### src/rtl/core/sdspi_pkg.sv
// ----------------------------------------------------------------------------
// sdspi_pkg
// Shared types, constants and the CRC7 helper of the SPI-mode SD card
// block transfer sequencer.
// ----------------------------------------------------------------------------
package sdspi_pkg;

    localparam int BLOCK_BYTES      = 512;
    localparam int WRITE_POLL_LIMIT = 10;

    localparam int CNT_W   = $clog2(BLOCK_BYTES + 1);
    localparam int FIELD_W = 10;
    localparam int CLAMP_W = (CNT_W > FIELD_W) ? CNT_W : FIELD_W;
    localparam int POLL_W  = 16;

    localparam logic [CNT_W-1:0]   BLOCK_CNT      = CNT_W'(BLOCK_BYTES);
    localparam logic [CLAMP_W-1:0] BLOCK_CLAMP    = CLAMP_W'(BLOCK_BYTES);
    localparam logic [POLL_W-1:0]  WR_POLL_LIMIT  = POLL_W'(WRITE_POLL_LIMIT);
    localparam logic [POLL_W-1:0]  RETRIES_RESET  = 16'd255;

    localparam logic [CNT_W-1:0] FRAME_BODY_LAST = CNT_W'(5);
    localparam logic [CNT_W-1:0] FRAME_END       = CNT_W'(6);
    localparam logic [CNT_W-1:0] RESP_KEEP_IDX   = CNT_W'(1);
    localparam logic [CNT_W-1:0] RESP_END        = CNT_W'(8);
    localparam logic [CNT_W-1:0] CRC_BYTES       = CNT_W'(2);

    localparam logic [1:0] OP_EXCHANGE = 2'd0;
    localparam logic [1:0] OP_COMMAND  = 2'd1;
    localparam logic [1:0] OP_READ     = 2'd2;
    localparam logic [1:0] OP_WRITE    = 2'd3;

    localparam logic [7:0] CMD_START   = 8'h40;
    localparam logic [7:0] CMD_READ17  = 8'h40 | 8'd17;
    localparam logic [7:0] CMD_WRITE24 = 8'h40 | 8'd24;
    localparam logic [7:0] TOKEN_START = 8'hFE;
    localparam logic [7:0] IDLE_BYTE   = 8'hFF;
    localparam logic [7:0] R1_READY    = 8'h00;
    localparam logic [7:0] DRESP_MASK  = 8'h05;
    localparam logic [7:0] CRC_POLY    = 8'h09;

    typedef enum logic [15:0] {
        PH_IDLE       = 16'b0000_0000_0000_0001,
        PH_CMD_FRAME  = 16'b0000_0000_0000_0010,
        PH_CMD_RESP   = 16'b0000_0000_0000_0100,
        PH_RD_FRAME   = 16'b0000_0000_0000_1000,
        PH_RD_POLL0   = 16'b0000_0000_0001_0000,
        PH_RD_POLLTOK = 16'b0000_0000_0010_0000,
        PH_RD_SKIP    = 16'b0000_0000_0100_0000,
        PH_RD_DATA    = 16'b0000_0000_1000_0000,
        PH_RD_REST    = 16'b0000_0001_0000_0000,
        PH_RD_CRC     = 16'b0000_0010_0000_0000,
        PH_RD_BUSY    = 16'b0000_0100_0000_0000,
        PH_WR_FRAME   = 16'b0000_1000_0000_0000,
        PH_WR_POLL0   = 16'b0001_0000_0000_0000,
        PH_WR_TOKEN   = 16'b0010_0000_0000_0000,
        PH_WR_DATA    = 16'b0100_0000_0000_0000,
        PH_WR_CRC     = 16'b1000_0000_0000_0000
    } phase_t;

    typedef struct packed {
        logic       exchange_now;
        logic [7:0] mosi_byte;
        logic       chip_select;
        logic       data_valid;
        logic [7:0] data_byte;
        logic       write_taken;
        logic       done_res;
        logic [7:0] response_byte;
    } result_t;

    function automatic logic [6:0] crc7_byte(input logic [6:0] crc, input logic [7:0] data);
        logic [7:0] r;
        logic [7:0] c;
        r = {1'b0, crc};
        c = data;
        for (int k = 0; k < 8; k++) begin
            r = {r[6:0], 1'b0};
            if (c[7] ^ r[7]) begin
                r = r ^ CRC_POLY;
            end
            c = {c[6:0], 1'b0};
        end
        return r[6:0];
    endfunction

endpackage

### src/rtl/core/sd_spi_block_transfer_sequencer_core.sv
// ----------------------------------------------------------------------------
// sd_spi_block_transfer_sequencer_core
// SPI-mode SD card sequencer for commands, single block reads and writes.
// ----------------------------------------------------------------------------
// Input beats (in_valid/in_ready) carry either a request (operation 1..3,
// taken while no transfer runs) or the MISO byte of the exchange asked for
// by the previous result (operation 0). Every input beat yields exactly one
// result beat (out_valid/out_ready): an exchange request with mosi_byte,
// a delivered read byte, a consumed write byte, done_res at the end, or a
// beat that asks for no exchange. wait_retries is written through
// cfg_write_enable/cfg_write_data; the user must write it only while no
// transfer is open, as the block itself does not enforce this.
// Throughput: one beat per cycle while in_ready is high; the whole step
// (phase update, byte-wide CRC7) is one combinational pass into the result
// register. A two-entry result buffer (output register plus skid register)
// lets an input beat be taken while a result waits; in_ready drops only
// when both entries are full, so a stalled receiver holds back the sender
// after two results. Reset empties the buffer, sets the phase idle, clears
// counters and sets wait_retries to 255.
// ----------------------------------------------------------------------------
module sd_spi_block_transfer_sequencer_core
(
    input  logic        clk,
    input  logic        rst_n,
    input  logic        cfg_write_enable,
    input  logic [15:0] cfg_write_data,
    input  logic        in_valid,
    output logic        in_ready,
    input  logic [1:0]  operation,
    input  logic [5:0]  command_index,
    input  logic [31:0] argument,
    input  logic [9:0]  skip_count,
    input  logic [9:0]  read_length,
    input  logic [7:0]  miso_byte,
    input  logic [7:0]  write_byte,
    output logic        out_valid,
    input  logic        out_ready,
    output logic        exchange_now,
    output logic [7:0]  mosi_byte,
    output logic        chip_select,
    output logic        data_valid,
    output logic [7:0]  data_byte,
    output logic        write_taken,
    output logic        done_res,
    output logic [7:0]  response_byte
);

    localparam int CW = sdspi_pkg::CNT_W;
    localparam int PW = sdspi_pkg::POLL_W;
    localparam int KW = sdspi_pkg::CLAMP_W;

    logic [PW-1:0]        wait_retries_reg;
    sdspi_pkg::phase_t    phase_reg, phase_next;
    logic [CW-1:0]        byte_cnt_reg, byte_cnt_next;
    logic [PW-1:0]        poll_cnt_reg, poll_cnt_next;
    logic [31:0]          frame_reg, frame_next;
    logic [6:0]           crc_reg, crc_next;
    logic [CW-1:0]        skip_reg, skip_next;
    logic [CW-1:0]        deliver_reg, deliver_next;
    logic [7:0]           kept_reg, kept_next;

    sdspi_pkg::result_t   res;
    sdspi_pkg::result_t   out_res_reg;
    sdspi_pkg::result_t   skid_res_reg;
    logic                 out_valid_reg;
    logic                 skid_valid_reg;

    logic                 accept;
    logic                 pop;

    sdspi_pkg::phase_t    tgt;
    logic                 enter;
    logic                 no_retries;
    logic [7:0]           first_byte;
    logic [KW-1:0]        sk_w;
    logic [KW-1:0]        ln_w;
    logic [KW-1:0]        room_w;

    assign in_ready   = !skid_valid_reg;
    assign accept     = in_valid && in_ready;
    assign pop        = out_valid_reg && out_ready;
    assign no_retries = (wait_retries_reg == '0);

    always_comb
    begin
        phase_next   = phase_reg;
        byte_cnt_next = byte_cnt_reg;
        poll_cnt_next = poll_cnt_reg;
        frame_next   = frame_reg;
        crc_next     = crc_reg;
        skip_next    = skip_reg;
        deliver_next = deliver_reg;
        kept_next    = kept_reg;
        res          = '0;
        tgt          = phase_reg;
        enter        = 1'b0;
        first_byte   = '0;
        sk_w         = '0;
        ln_w         = '0;
        room_w       = '0;

        if (phase_reg == sdspi_pkg::PH_IDLE) begin
            if (operation != sdspi_pkg::OP_EXCHANGE) begin
                byte_cnt_next = '0;
                poll_cnt_next = '0;
                frame_next    = argument;
                kept_next     = '0;
                skip_next     = '0;
                deliver_next  = '0;
                if (operation == sdspi_pkg::OP_COMMAND) begin
                    phase_next = sdspi_pkg::PH_CMD_FRAME;
                    first_byte = {2'b00, command_index} | sdspi_pkg::CMD_START;
                end else if (operation == sdspi_pkg::OP_READ) begin
                    phase_next = sdspi_pkg::PH_RD_FRAME;
                    first_byte = sdspi_pkg::CMD_READ17;
                    sk_w = KW'(skip_count);
                    if (sk_w > sdspi_pkg::BLOCK_CLAMP) begin
                        sk_w = sdspi_pkg::BLOCK_CLAMP;
                    end
                    room_w = sdspi_pkg::BLOCK_CLAMP - sk_w;
                    ln_w   = KW'(read_length);
                    if (ln_w > room_w) begin
                        ln_w = room_w;
                    end
                    skip_next    = CW'(sk_w);
                    deliver_next = CW'(ln_w);
                end else begin
                    phase_next = sdspi_pkg::PH_WR_FRAME;
                    first_byte = sdspi_pkg::CMD_WRITE24;
                end
                crc_next         = sdspi_pkg::crc7_byte(7'd0, first_byte);
                res.exchange_now = 1'b1;
                res.mosi_byte    = first_byte;
                res.chip_select  = 1'b1;
            end
        end else if (operation != sdspi_pkg::OP_EXCHANGE) begin
            res.chip_select = 1'b1;
        end else begin
            case (phase_reg)
                sdspi_pkg::PH_CMD_FRAME, sdspi_pkg::PH_RD_FRAME, sdspi_pkg::PH_WR_FRAME:
                begin
                    byte_cnt_next = byte_cnt_reg + 1'b1;
                    if (byte_cnt_next >= sdspi_pkg::FRAME_END) begin
                        enter = 1'b1;
                        if (phase_reg == sdspi_pkg::PH_CMD_FRAME) begin
                            tgt = sdspi_pkg::PH_CMD_RESP;
                        end else if (phase_reg == sdspi_pkg::PH_RD_FRAME) begin
                            tgt = sdspi_pkg::PH_RD_POLL0;
                        end else begin
                            tgt = sdspi_pkg::PH_WR_POLL0;
                        end
                    end
                end
                sdspi_pkg::PH_CMD_RESP:
                begin
                    if (byte_cnt_reg == sdspi_pkg::RESP_KEEP_IDX) begin
                        kept_next = miso_byte;
                    end
                    byte_cnt_next = byte_cnt_reg + 1'b1;
                    if (byte_cnt_next >= sdspi_pkg::RESP_END) begin
                        enter = 1'b1;
                        tgt   = sdspi_pkg::PH_IDLE;
                    end
                end
                sdspi_pkg::PH_RD_POLL0:
                begin
                    poll_cnt_next = poll_cnt_reg + 1'b1;
                    if (miso_byte == sdspi_pkg::R1_READY || poll_cnt_next >= wait_retries_reg) begin
                        enter = 1'b1;
                        tgt   = sdspi_pkg::PH_RD_POLLTOK;
                    end
                end
                sdspi_pkg::PH_RD_POLLTOK:
                begin
                    poll_cnt_next = poll_cnt_reg + 1'b1;
                    if (miso_byte == sdspi_pkg::TOKEN_START
                        || poll_cnt_next >= wait_retries_reg) begin
                        enter = 1'b1;
                        tgt   = sdspi_pkg::PH_RD_SKIP;
                    end
                end
                sdspi_pkg::PH_RD_SKIP:
                begin
                    skip_next     = skip_reg - 1'b1;
                    byte_cnt_next = byte_cnt_reg + 1'b1;
                    enter         = 1'b1;
                    tgt           = sdspi_pkg::PH_RD_SKIP;
                end
                sdspi_pkg::PH_RD_DATA:
                begin
                    res.data_valid = 1'b1;
                    res.data_byte  = miso_byte;
                    deliver_next   = deliver_reg - 1'b1;
                    byte_cnt_next  = byte_cnt_reg + 1'b1;
                    enter          = 1'b1;
                    tgt            = sdspi_pkg::PH_RD_DATA;
                end
                sdspi_pkg::PH_RD_REST:
                begin
                    byte_cnt_next = byte_cnt_reg + 1'b1;
                    enter         = 1'b1;
                    tgt           = sdspi_pkg::PH_RD_REST;
                end
                sdspi_pkg::PH_RD_CRC:
                begin
                    byte_cnt_next = byte_cnt_reg + 1'b1;
                    if (byte_cnt_next >= sdspi_pkg::CRC_BYTES) begin
                        enter = 1'b1;
                        tgt   = sdspi_pkg::PH_RD_BUSY;
                    end
                end
                sdspi_pkg::PH_RD_BUSY:
                begin
                    poll_cnt_next = poll_cnt_reg + 1'b1;
                    if (miso_byte == sdspi_pkg::IDLE_BYTE || poll_cnt_next >= wait_retries_reg) begin
                        enter = 1'b1;
                        tgt   = sdspi_pkg::PH_IDLE;
                    end
                end
                sdspi_pkg::PH_WR_POLL0:
                begin
                    poll_cnt_next = poll_cnt_reg + 1'b1;
                    if (miso_byte == sdspi_pkg::R1_READY
                        || poll_cnt_next >= sdspi_pkg::WR_POLL_LIMIT) begin
                        enter = 1'b1;
                        tgt   = sdspi_pkg::PH_WR_TOKEN;
                    end
                end
                sdspi_pkg::PH_WR_TOKEN:
                begin
                    poll_cnt_next = poll_cnt_reg + 1'b1;
                    if ((miso_byte & sdspi_pkg::DRESP_MASK) == sdspi_pkg::DRESP_MASK
                        || poll_cnt_next >= sdspi_pkg::WR_POLL_LIMIT) begin
                        enter = 1'b1;
                        tgt   = sdspi_pkg::PH_WR_DATA;
                    end
                end
                sdspi_pkg::PH_WR_DATA:
                begin
                    byte_cnt_next = byte_cnt_reg + 1'b1;
                    if (byte_cnt_next >= sdspi_pkg::BLOCK_CNT) begin
                        enter = 1'b1;
                        tgt   = sdspi_pkg::PH_WR_CRC;
                    end
                end
                sdspi_pkg::PH_WR_CRC:
                begin
                    byte_cnt_next = byte_cnt_reg + 1'b1;
                    if (byte_cnt_next >= sdspi_pkg::CRC_BYTES) begin
                        enter = 1'b1;
                        tgt   = sdspi_pkg::PH_IDLE;
                    end
                end
                default:
                begin
                    enter = 1'b1;
                    tgt   = sdspi_pkg::PH_IDLE;
                end
            endcase

            // stage entry, passing over stages that need no exchange
            if (enter) begin
                if (tgt == sdspi_pkg::PH_RD_POLL0) begin
                    byte_cnt_next = '0;
                    poll_cnt_next = '0;
                    if (no_retries) begin
                        tgt = sdspi_pkg::PH_RD_POLLTOK;
                    end
                end
                if (tgt == sdspi_pkg::PH_RD_POLLTOK) begin
                    poll_cnt_next = '0;
                    if (no_retries) begin
                        tgt = sdspi_pkg::PH_RD_SKIP;
                    end
                end
                if (tgt == sdspi_pkg::PH_RD_SKIP && skip_next == '0) begin
                    tgt = sdspi_pkg::PH_RD_DATA;
                end
                if (tgt == sdspi_pkg::PH_RD_DATA && deliver_next == '0) begin
                    tgt = sdspi_pkg::PH_RD_REST;
                end
                if (tgt == sdspi_pkg::PH_RD_REST && byte_cnt_next >= sdspi_pkg::BLOCK_CNT) begin
                    tgt = sdspi_pkg::PH_RD_CRC;
                end
                if (tgt == sdspi_pkg::PH_CMD_RESP || tgt == sdspi_pkg::PH_RD_CRC
                    || tgt == sdspi_pkg::PH_WR_CRC || tgt == sdspi_pkg::PH_WR_DATA) begin
                    byte_cnt_next = '0;
                end
                if (tgt == sdspi_pkg::PH_RD_BUSY) begin
                    poll_cnt_next = '0;
                    if (no_retries) begin
                        tgt = sdspi_pkg::PH_IDLE;
                    end
                end
                if (tgt == sdspi_pkg::PH_WR_POLL0 || tgt == sdspi_pkg::PH_WR_TOKEN) begin
                    poll_cnt_next = '0;
                end
            end
            phase_next = tgt;

            if (tgt == sdspi_pkg::PH_IDLE) begin
                res.done_res      = 1'b1;
                res.response_byte = kept_next;
            end else begin
                res.exchange_now = 1'b1;
                res.chip_select  = 1'b1;
                case (tgt)
                    sdspi_pkg::PH_CMD_FRAME, sdspi_pkg::PH_RD_FRAME, sdspi_pkg::PH_WR_FRAME:
                    begin
                        if (byte_cnt_next < sdspi_pkg::FRAME_BODY_LAST) begin
                            res.mosi_byte = frame_reg[31:24];
                            frame_next    = {frame_reg[23:0], 8'h00};
                            crc_next      = sdspi_pkg::crc7_byte(crc_reg, frame_reg[31:24]);
                        end else if (tgt == sdspi_pkg::PH_CMD_FRAME) begin
                            res.mosi_byte = {crc_reg, 1'b1};
                        end else if (tgt == sdspi_pkg::PH_RD_FRAME) begin
                            res.mosi_byte = sdspi_pkg::TOKEN_START;
                        end else begin
                            res.mosi_byte = sdspi_pkg::IDLE_BYTE;
                        end
                    end
                    sdspi_pkg::PH_WR_TOKEN:
                    begin
                        res.mosi_byte = sdspi_pkg::TOKEN_START;
                    end
                    sdspi_pkg::PH_WR_DATA:
                    begin
                        res.mosi_byte   = write_byte;
                        res.write_taken = 1'b1;
                    end
                    default:
                    begin
                        res.mosi_byte = sdspi_pkg::IDLE_BYTE;
                    end
                endcase
            end
        end
    end

    always_ff @(posedge clk or negedge rst_n)
    begin
        if (!rst_n) begin
            wait_retries_reg <= sdspi_pkg::RETRIES_RESET;
            phase_reg        <= sdspi_pkg::PH_IDLE;
            byte_cnt_reg     <= '0;
            poll_cnt_reg     <= '0;
            frame_reg        <= '0;
            crc_reg          <= '0;
            skip_reg         <= '0;
            deliver_reg      <= '0;
            kept_reg         <= '0;
        end else begin
            if (cfg_write_enable) begin
                wait_retries_reg <= cfg_write_data;
            end
            if (accept) begin
                phase_reg    <= phase_next;
                byte_cnt_reg <= byte_cnt_next;
                poll_cnt_reg <= poll_cnt_next;
                frame_reg    <= frame_next;
                crc_reg      <= crc_next;
                skip_reg     <= skip_next;
                deliver_reg  <= deliver_next;
                kept_reg     <= kept_next;
            end
        end
    end

    // result buffer: output register plus skid register
    always_ff @(posedge clk or negedge rst_n)
    begin
        if (!rst_n) begin
            out_valid_reg  <= 1'b0;
            skid_valid_reg <= 1'b0;
        end else begin
            if (skid_valid_reg) begin
                if (pop) begin
                    out_valid_reg  <= 1'b1;
                    skid_valid_reg <= 1'b0;
                end
            end else if (accept) begin
                if (out_valid_reg && !pop) begin
                    skid_valid_reg <= 1'b1;
                end else begin
                    out_valid_reg <= 1'b1;
                end
            end else if (pop) begin
                out_valid_reg <= 1'b0;
            end
        end
    end

    always_ff @(posedge clk)
    begin
        if (skid_valid_reg) begin
            if (pop) begin
                out_res_reg <= skid_res_reg;
            end
        end else if (accept) begin
            if (out_valid_reg && !pop) begin
                skid_res_reg <= res;
            end else begin
                out_res_reg <= res;
            end
        end
    end

    assign out_valid     = out_valid_reg;
    assign exchange_now  = out_res_reg.exchange_now;
    assign mosi_byte     = out_res_reg.mosi_byte;
    assign chip_select   = out_res_reg.chip_select;
    assign data_valid    = out_res_reg.data_valid;
    assign data_byte     = out_res_reg.data_byte;
    assign write_taken   = out_res_reg.write_taken;
    assign done_res      = out_res_reg.done_res;
    assign response_byte = out_res_reg.response_byte;

    a_skid_behind_out: assert property (@(posedge clk) disable iff (!rst_n)
        skid_valid_reg |-> out_valid_reg)
        else $error("skid entry held while output register empty");

    a_done_no_exchange: assert property (@(posedge clk) disable iff (!rst_n)
        out_valid_reg |-> !(done_res && exchange_now))
        else $error("done beat also asks for an exchange");

    a_data_in_transfer: assert property (@(posedge clk) disable iff (!rst_n)
        (out_valid_reg && data_valid) |-> (exchange_now && chip_select))
        else $error("read byte delivered outside an open transfer");

    a_write_in_transfer: assert property (@(posedge clk) disable iff (!rst_n)
        (out_valid_reg && write_taken) |-> (exchange_now && chip_select && !data_valid))
        else $error("write byte taken outside an open transfer");

    a_idle_no_select: assert property (@(posedge clk) disable iff (!rst_n)
        (accept && phase_reg == sdspi_pkg::PH_IDLE && operation == sdspi_pkg::OP_EXCHANGE)
        |=> (phase_reg == sdspi_pkg::PH_IDLE))
        else $error("idle exchange beat started a transfer");

endmodule

### config.mk
export PLATFORM = sky130hd
export DESIGN_NAME = sd_spi_block_transfer_sequencer_core
export DESIGN_NICKNAME = d
export VERILOG_FILES = /design/src/rtl/core/sdspi_pkg.sv /design/src/rtl/core/sd_spi_block_transfer_sequencer_core.sv
export SDC_FILE = /design/constraint.sdc
export NUM_CORES = 1
export LEC_CHECK = 0
export ABC_AREA = 1
export BUFFER_PORTS_ARGS = -buffer_cell sky130_fd_sc_hd__clkbuf_2
export CAP_MARGIN = 15
export CORE_ASPECT_RATIO = 1.75
export CORE_MARGIN = 2
export CORE_UTILIZATION = 55
export DETAILED_ROUTE_END_ITERATION = 10
export PLACE_DENSITY = 0.8
export SLEW_MARGIN = 20
export SYNTH_ARGS = -nofsm -noshare
export SYNTH_HDL_FRONTEND = slang
export SYNTH_SLANG_ARGS = --single-unit
export TNS_END_PERCENT = 1
### constraint.sdc
create_clock -name clk -period 6 [get_ports clk]
set_input_delay 0.9 -clock clk [delete_from_list [all_inputs] [get_ports clk]]
set_output_delay 0.9 -clock clk [all_outputs]
set_load 0.02 [all_outputs]
==> flow_results.org, run 1 <==
** Logic synthesis
- The biggest area contributor in the post-synthesis netlist is sky130_fd_sc_hd__dfrtp_1.
- Main combinational cell family by area after synthesis :: simple AND/OR/NAND/NOR gates
- Summing the areas of all compound-gate instances in the mapped netlist gives a little under an eighth of the synthesized area.
- Synth Area in Adders :: 3.69%
- Post-Synthesis Net Count :: 1,880
- In the synthesized netlist, mux cells make up 0.170% of the area.
- Summing the areas of all xor and xnor instances in the mapped netlist gives 3.49% of the synthesized area.
- Of the post-synthesis cell area, the dominant cell type holds a little under a quarter.
- Post-synthesis sequential area ratio :: 39.3%
- Counting flops with a built-in enable in the synthesized netlist gives 58.
- By area the synthesized netlist is led by sky130_fd_sc_hd__dfrtp_1, sky130_fd_sc_hd__nand2_1, sky130_fd_sc_hd__edfxtp_1.
- Number of warning messages in the yosys log :: 0
- Mapped Avg Cell Area :: just over 7 sq um
- Share of synthesized registers carrying an async set or reset :: 68.6%
- Main synth FF type :: sky130_fd_sc_hd__dfrtp_1
- Counting every instance in the synthesized netlist gives roughly 1,700.
- Netlist area before placement :: 12,500 sq um
- The synthesized netlist devotes 32.6% of its cell area to simple gates.
- Synthesis inferred approximately 190 register bits.
- Synth cell types :: 55

** Critical path
- Maximum fanout count along the critical path :: 39
- Data on the critical path is required at its endpoint by 6.35 ns.
- The number of buffers and inverters on the critical path is 2.
- Critical Path Sink Type :: flip-flop
- Critical path data arrival time :: 5.78 ns
- The cell family contributing the most delay on the critical path is simple AND/OR/NAND/NOR gates.
- The worst setup path is launched from a flip-flop.
- Worst path slowest cell :: sky130_fd_sc_hd__dfrtp_1
- The most numerous cell type found on the critical path is sky130_fd_sc_hd__nand2_1.
- Counting cells, the worst reg-to-reg path comes to 34.
- The worst setup path is of the reg -> reg kind.
- Delay of the slowest cell on the worst path :: ~0.46 ns
- Number of cells on the critical path :: 34

** Timing
- Period utilization :: 90.5%
- Min cycle time layout :: around 5.4 ns
- Max-Slew Margin vs Limit :: between 20% and 30%
- For the pin with the worst max-slew slack, the measured transition is 1.11 ns.
- Number of failing hold endpoints at the final stage :: 0
- Final Setup Violations :: 0
- The final max-slew violation count is 0.
- Across the routed clock network, the largest skew measured is 0.0156 ns.
- Setup repair after global routing left no endpoint under its margin.
- In the final timing run, aggregate negative setup slack is 0 ns.
- Based on the critical path, the design can be clocked at up to approximately 180 MHz.

** Pwr
- Of the total power, registers draw 24.3%.
- Per report_power, the clock group accounts for 14.3% of the total.
- Static Leak :: 7.19 nW
- Combinational share of power :: 61.4%
- In this run switching power makes up around 53% of total power.
- VDD sags by at most approximately 0.41 mV.
- Cell internal power was estimated by the tool at 0.00394 W.
- Ratio of total power to cell area :: 592 nW/um^2
- P_sw :: 0.00439 W

** Min path
- In this run the worst hold path is classified as reg -> reg.
- Along the worst hold path, the cell count comes to 2.

** CTS
- Counting along the longest clock path gives a buffer depth of 2.
- Clock tree from TritonCTS :: done
- In this run the clock root is driven by a sky130_fd_sc_hd__clkbuf_16.
- Number of CTS-inserted buffers :: 17
- Number of sinks on the clock net :: 185
- Number of H-tree branching levels :: 4
- For this design, the CTS-stage hold fixing added 0 buffers.
- Post-CTS clock slew at the launch and capture registers of the worst setup and hold paths :: ~0.070 ns
- Later-pin clock latency in the skew report :: 0.47 ns

** Finish
- The net count of the finished layout is 1,990.
- Number of inserted diodes :: 0
- Of the cells placed in the final design, the portion with a size suffix greater than 1 is 13.8%.
- Growth of design area from synthesis to finish :: 12.3%
- Util after Layout :: 62.4%
- The register with the most flip-flops in the layout has 32 of them.

** Place
- Port Buffer Count :: 127
- Routability-driven placement finished with a final weighted congestion of 1.00.
- Post-detailed-placement half-perimeter wirelength :: 26,600 microns

** Route
- In the final routed layout, each cell accounts on average for 16.2 microns.
- In the routed layout, each cell is associated on average with a via count of 5.60.
- Summing over every cut layer, the via total after detailed routing is 12,200.
- Residual antenna-violating net count after detailed routing :: 0
- DR iter-0 viols :: 807
- Total detailed-routing wirelength :: 35,200 microns
- The first TritonRoute pass finished after 5 iterations.
- Post-route DRC violation count :: 0

** Global route
- After global routing, the most crowded layer is met2.
- GR Util met3 :: 5.15%
- The initial antenna violation count is 0.
- Global routing consumed, on the met2 layer, 54.0% of the routing resources.
- Number of global-route vias before repair :: 12,100
- The first global-routing pass estimated approximately 57,000 microns of wire.
- Total global routing overflow :: 0
- Global routing used 30.2% of the available met1 tracks.
- Entering global routing, the biggest net connects 69 pins.
- For this run, the total global-route usage over all layers was measured as 29.8%.

** Floorplan
- The floorplan has 73 rows.
- Die boundary width :: 118 microns
- Chip Height :: about 200 microns
- Area of the core :: 22,600 sq um
- The initial utilization of the core area, before any placement, comes to 55.6%.
- 128 I/O pins were placed.
- The die covers 24,100 sq um.

** Outcome
- The flow ran to the end, and the final reports show no timing, DRC or antenna violations.

** Job
- Max-cap violations in this run came to 0.
## cells in the final DEF (no fill, tap or decap), types with 12 or more instances in the layout
cell type	instances
sky130_fd_sc_hd__clkbuf_16	17
sky130_fd_sc_hd__inv_2	20
sky130_fd_sc_hd__o211ai_1	14
sky130_fd_sc_hd__edfxtp_1	58
sky130_fd_sc_hd__nor4_1	14
sky130_fd_sc_hd__dfrtp_1	118
sky130_fd_sc_hd__a21oi_1	46
sky130_fd_sc_hd__nand3b_1	17
sky130_fd_sc_hd__o21ai_0	103
sky130_fd_sc_hd__nor2_1	161
sky130_fd_sc_hd__inv_1	216
sky130_fd_sc_hd__nand4_1	25
sky130_fd_sc_hd__o22ai_1	15
sky130_fd_sc_hd__nor3_1	52
sky130_fd_sc_hd__clkbuf_2	126
sky130_fd_sc_hd__ha_1	37
sky130_fd_sc_hd__buf_4	18
sky130_fd_sc_hd__xor2_1	39
sky130_fd_sc_hd__nand2_1	496
sky130_fd_sc_hd__or2_2	20
sky130_fd_sc_hd__nand3_1	118
sky130_fd_sc_hd__clkinv_1	12
## power by group through the flow
stage	registers [W]	clock network (W)	logic, W
finish	0.00203	0.00119	0.00512
global route	0.00207	0.00125	0.00568
CTS	0.00202	0.00119	0.00504
detailed placement	0.00205	0	0.00501
global placement	0.00204	0	0.00490
floorplan	0.00208	0	0.00373
## tightest hold or removal path: stages (launching register included)
cell	delay [ns]
sky130_fd_sc_hd__dfrtp_1	0.34
sky130_fd_sc_hd__nand2_1	0.05
sky130_fd_sc_hd__nand2_1	0.05
## logic make-up (layout without fill, tap and decap cells)
group / count (synthesis) / after routing
muxes: 2 / 2
and+or+nand+nor: 935 / 935
adders and majority gates: 37 / 37
xor gates and xnor gates: 50 / 50
DFF: 185 / 185
buffers and inverters: 299 / 422
AOI/OAI and AO/OA: 238 / 238
## layout make-up
type                            instances  area (sq um)
Fill cell                            2069          8480
Multi-Input combinational cell       1262          6470
Sequential cell                       185          4930
Inverter                              245           920
Timing Repair Buffer                  145           777
Clock buffer                           18           429
Tap cell                              300           375
Clock inverter                         14           170
## path summary, 6_finish.rpt
kind                                  from  slack [ns]              end
max                        poll_cnt_reg[0]        0.57     frame_reg[3]
min                           frame_reg[8]        0.47     frame_reg[8]
max reg2reg                poll_cnt_reg[0]        0.57     frame_reg[3]
min reg2reg                   frame_reg[8]        0.47     frame_reg[8]
max in group asynchronous            rst_n        4.10  poll_cnt_reg[1]
min in group asynchronous            rst_n        0.57  poll_cnt_reg[6]
## synthesized netlist by cell type (all sizes together), types with 26 or more instances
cell type  count
nand3        121
o21ai        109
ha            37
a21oi         46
inv          236
nand2        502
clkbuf        39
nand4         26
nor3          56
edfxtp        58
xor2          39
nor2         175
dfrtp        118
## metrics by stage
step                cell area (sq um)  total power (W)  hold slack (ns)  std cells  worst slack [ns]
CTS                             14100          0.00826            0.476       2167             0.324
detailed placement              13500          0.00706            0.459       2135             0.327
floorplan                       12500          0.00581            0.442       1746              1.34
global route                    14100          0.00900            0.495       2169            0.0462
global placement                13500          0.00694            0.455       2135             0.580
finish                          14100          0.00833            0.474       2169             0.568
## routing by layer
layer / vias up / share of wire, %
li1: 5926 / -
met1: 5639 / 36
met2: 436 / 52
met3: 156 / 4.6
met4: 0 / 7.3
met5: - / 0
## timing repair
item,CTS,global route
buffers inserted,0,2
gates resized for setup,0,3
setup endpoints to repair,0,39
Note: power is estimated with default switching activity, not from simulation.
==> inputs of run 2 (changes only) <==
CORE_UTILIZATION = 50   (was 55)
CTS_BUF_LIST = sky130_fd_sc_hd__clkbuf_4 sky130_fd_sc_hd__clkbuf_8   (was default)
PLACE_DENSITY = 0.74   (was 0.8)
==> flow_results.org, run 2 (synthesis results as in run 1) <==
** Critical path
- The startpoint identified for the worst register-to-register timing path is poll_cnt_reg[2].
- For the worst flop-to-flop path, the logic depth is 36.
- In this run the worst path has a maximum fanout of 19.
- Worst path slowest cell :: sky130_fd_sc_hd__dfrtp_1
- At the worst endpoint, the arrival time is between 5 and 6 ns.
- The critical path is of the reg -> reg type.
- Delay of the slowest cell on the worst path :: 0.44 ns
- Setup slack of the worst register-to-register path :: 0.63 ns
- The cell that appears most often on the critical path is sky130_fd_sc_hd__nand2_1.
- STA classifies the critical path endpoint as a flip-flop.
- WP data required :: 6.41 ns
- STA classifies the critical path startpoint as a flip-flop.
- The endpoint identified for the worst register-to-register timing path is frame_reg[25].

** Finish
- The library cell used most frequently in the layout, excluding fill and tap cells, is sky130_fd_sc_hd__nand2_1.
- Count of fill cells added during filler insertion :: 2,349
- With fillers left out, the area of the finished cells amounts to 14,000 sq um.
- Final Instance Count excl. Fillers :: 2,187
- Growth of design area from synthesis to finish :: 11.4%
- Most frequent cells in the layout :: sky130_fd_sc_hd__nand2_1, sky130_fd_sc_hd__inv_1, sky130_fd_sc_hd__nor2_1
- The number of antenna diodes in the final layout is 0.
- In the final layout, the share of cells above drive strength 1 is roughly 14%.
- The final layout contains 1,996 nets.
- The register with the most flip-flops in the layout has 32 of them.

** Place
- Post-detailed-placement half-perimeter wirelength :: 27,300 microns
- Port buffering added roughly 130 buffers.
- Post-Place Cell Area :: 13,500 sq um
- The number of placed instances, taps included, is 2,146.
- Placer congestion estimate :: 0.980

** Route
- DR iter-0 viols :: 866
- Post-route DRC violation count :: 0
- Mean number of vias per cell :: 5.56
- The pre-antenna-repair detailed-routing pass consisted of 7 iterations.
- Total detailed-routing wirelength :: approximately 36,000 microns
- Via count :: 12,200
- In this run the remaining antenna-violating nets after routing total 0.
- After detailed routing, the average wire length per cell comes to roughly 16 microns.

** CTS
- Number of buffers inserted by hold repair at cts :: 0
- The number of clock buffers added by TritonCTS is 17.
- Post-CTS clock slew at the launch and capture registers of the worst setup and hold paths :: 0.11 ns
- Number of sinks on the clock net :: ~190
- Later-pin clock latency in the skew report :: 0.53 ns
- Longest Clk Path Bufs :: 2
- Root Buffer :: sky130_fd_sc_hd__clkbuf_8
- Number of H-tree branching levels :: 4
- Clock tree from TritonCTS :: done

** Pwr
- Static Leak :: around 7.1 nW
- Overall Power :: 0.00825 W
- Ratio of total power to cell area :: just under 600 nW/um^2
- VDD IR max :: 0.320 mV

** Outcome
- The flow ran to the end, and the final reports show no timing, DRC or antenna violations.

** Timing
- The number of endpoints with negative hold slack in the final report came to 0.
- Post-route setup TNS :: 0 ns
- The final max-slew violation count is 0.
- The final critical path takes up 89.5% of the cycle.
- Clock Skew :: 0.0284 ns
- Measured against its own limit, the worst slew margin works out to 29.2%.
- RSZ-0062 raised after global routing :: no
- Highest clock frequency the design can meet :: around 190 MHz
- Setup violations remaining at the end of the flow were counted as 0.
- Transition time at the pin with the least slew margin :: between 1 and 1.5 ns
- Min cycle time layout :: 5.37 ns

** Floorplan
- Starting Density :: about half
- Site row count :: 76
- Die boundary width :: 124 microns
- The floorplan step defined a die boundary enclosing 26,400 sq um.
- In this run the standard cell core region covers 24,600 sq um.
- Chip Height :: 213 microns
- about 130 I/O pins were placed.

** Global route
- Global-route usage over all layers :: 27.9%
- The via count of the first global-routing pass was 11,800.
- The total overflow left after global routing is 0.
- Initial antenna violation count :: 0
- Largest net degree at the start of global routing :: 68
- The first global-routing pass estimated 57,200 microns of wire.

** Job
- Max-cap violations in this run came to 0.

** Min path
- The worst hold path passes through 2 cells.
- Start point of the worst min-delay path :: frame_reg[3]
- In this run the worst hold path is classified as reg -> reg.
- Destination of the worst hold path :: frame_reg[3]
run 2: cell types whose count changed in the layout (fill, tap and decap cells not counted), sizes merged:
cell      change
inv           +4
clkinv        -2
clkinvlp      +2
bufinv        -3
buf           +4
nand2         +1
run 2: critical path: cells and delay by family (launching register included):
family | cells | cell delay [ns]
xor gates and xnor gates | 1 | 0.27
DFF | 1 | 0.44
adders and majority gates | 1 | 0.30
AOI/OAI and AO/OA | 4 | 0.95
buffers and inverters | 5 | 0.58
and+or+nand+nor | 25 | 2.71
run 2: cell type report:
cell class	instances	area [sq um]	share of cell area [%]
Clock buffer	17	234	1.68
Clock inverter	15	134	0.959
Inverter	245	920	6.59
Multi-Input combinational cell	1263	6500	46.5
Sequential cell	185	4930	35.3
Tap cell	312	390	2.80
Timing Repair Buffer	150	853	6.11
run 2: per-layer routing:
| metal | track usage (%) | vias to the layer above | wire length (microns) |
|---|---|---|---|
| met5 | 0 | - | 0 |
| met4 | 18.7 | 0 | 2260 |
| met3 | 3.99 | 137 | 1540 |
| met2 | 50.1 | 420 | 19100 |
| met1 | 29.8 | 5657 | 13100 |
| li1 | - | 5948 | - |
run 2: where the power goes:
part / total [W] / switching [W] / leakage, nW / internal [W]
logic: 0.00540 / 0.00370 / 4.69 / 0.00170
registers: 0.00203 / 0.000285 / 2.25 / 0.00175
clock network: 0.000827 / 0.000523 / 0.182 / 0.000304
total: 0.00825 / 0.00451 / 7.12 / 0.00375
run 2: worst max path at each step:
stage / from / endpoint / slack [ns]
floorplan: poll_cnt_reg[0] / skid_res_reg[27] / 1.34
global placement: poll_cnt_reg[0] / frame_reg[11] / 0.55
detailed placement: poll_cnt_reg[0] / frame_reg[23] / 0.32
CTS: poll_cnt_reg[0] / frame_reg[1] / 0.31
global route: poll_cnt_reg[5] / frame_reg[26] / 0.04
finish: poll_cnt_reg[2] / frame_reg[25] / 0.63
run 2: stage by stage:
step / worst slack (ns) / util [%] / hold slack (ns)
floorplan: 1.34 / - / 0.442
global placement: 0.553 / 54.6 / 0.455
detailed placement: 0.324 / 54.6 / 0.459
CTS: 0.313 / 56.1 / 0.482
global route: 0.0376 / 56.7 / 0.499
finish: 0.628 / 56.7 / 0.478
run 2: repair_timing:
action                     4_1_cts  5_1_grt
setup endpoints to repair        0       41
buffers inserted                 0        7
resized for setup                0        8
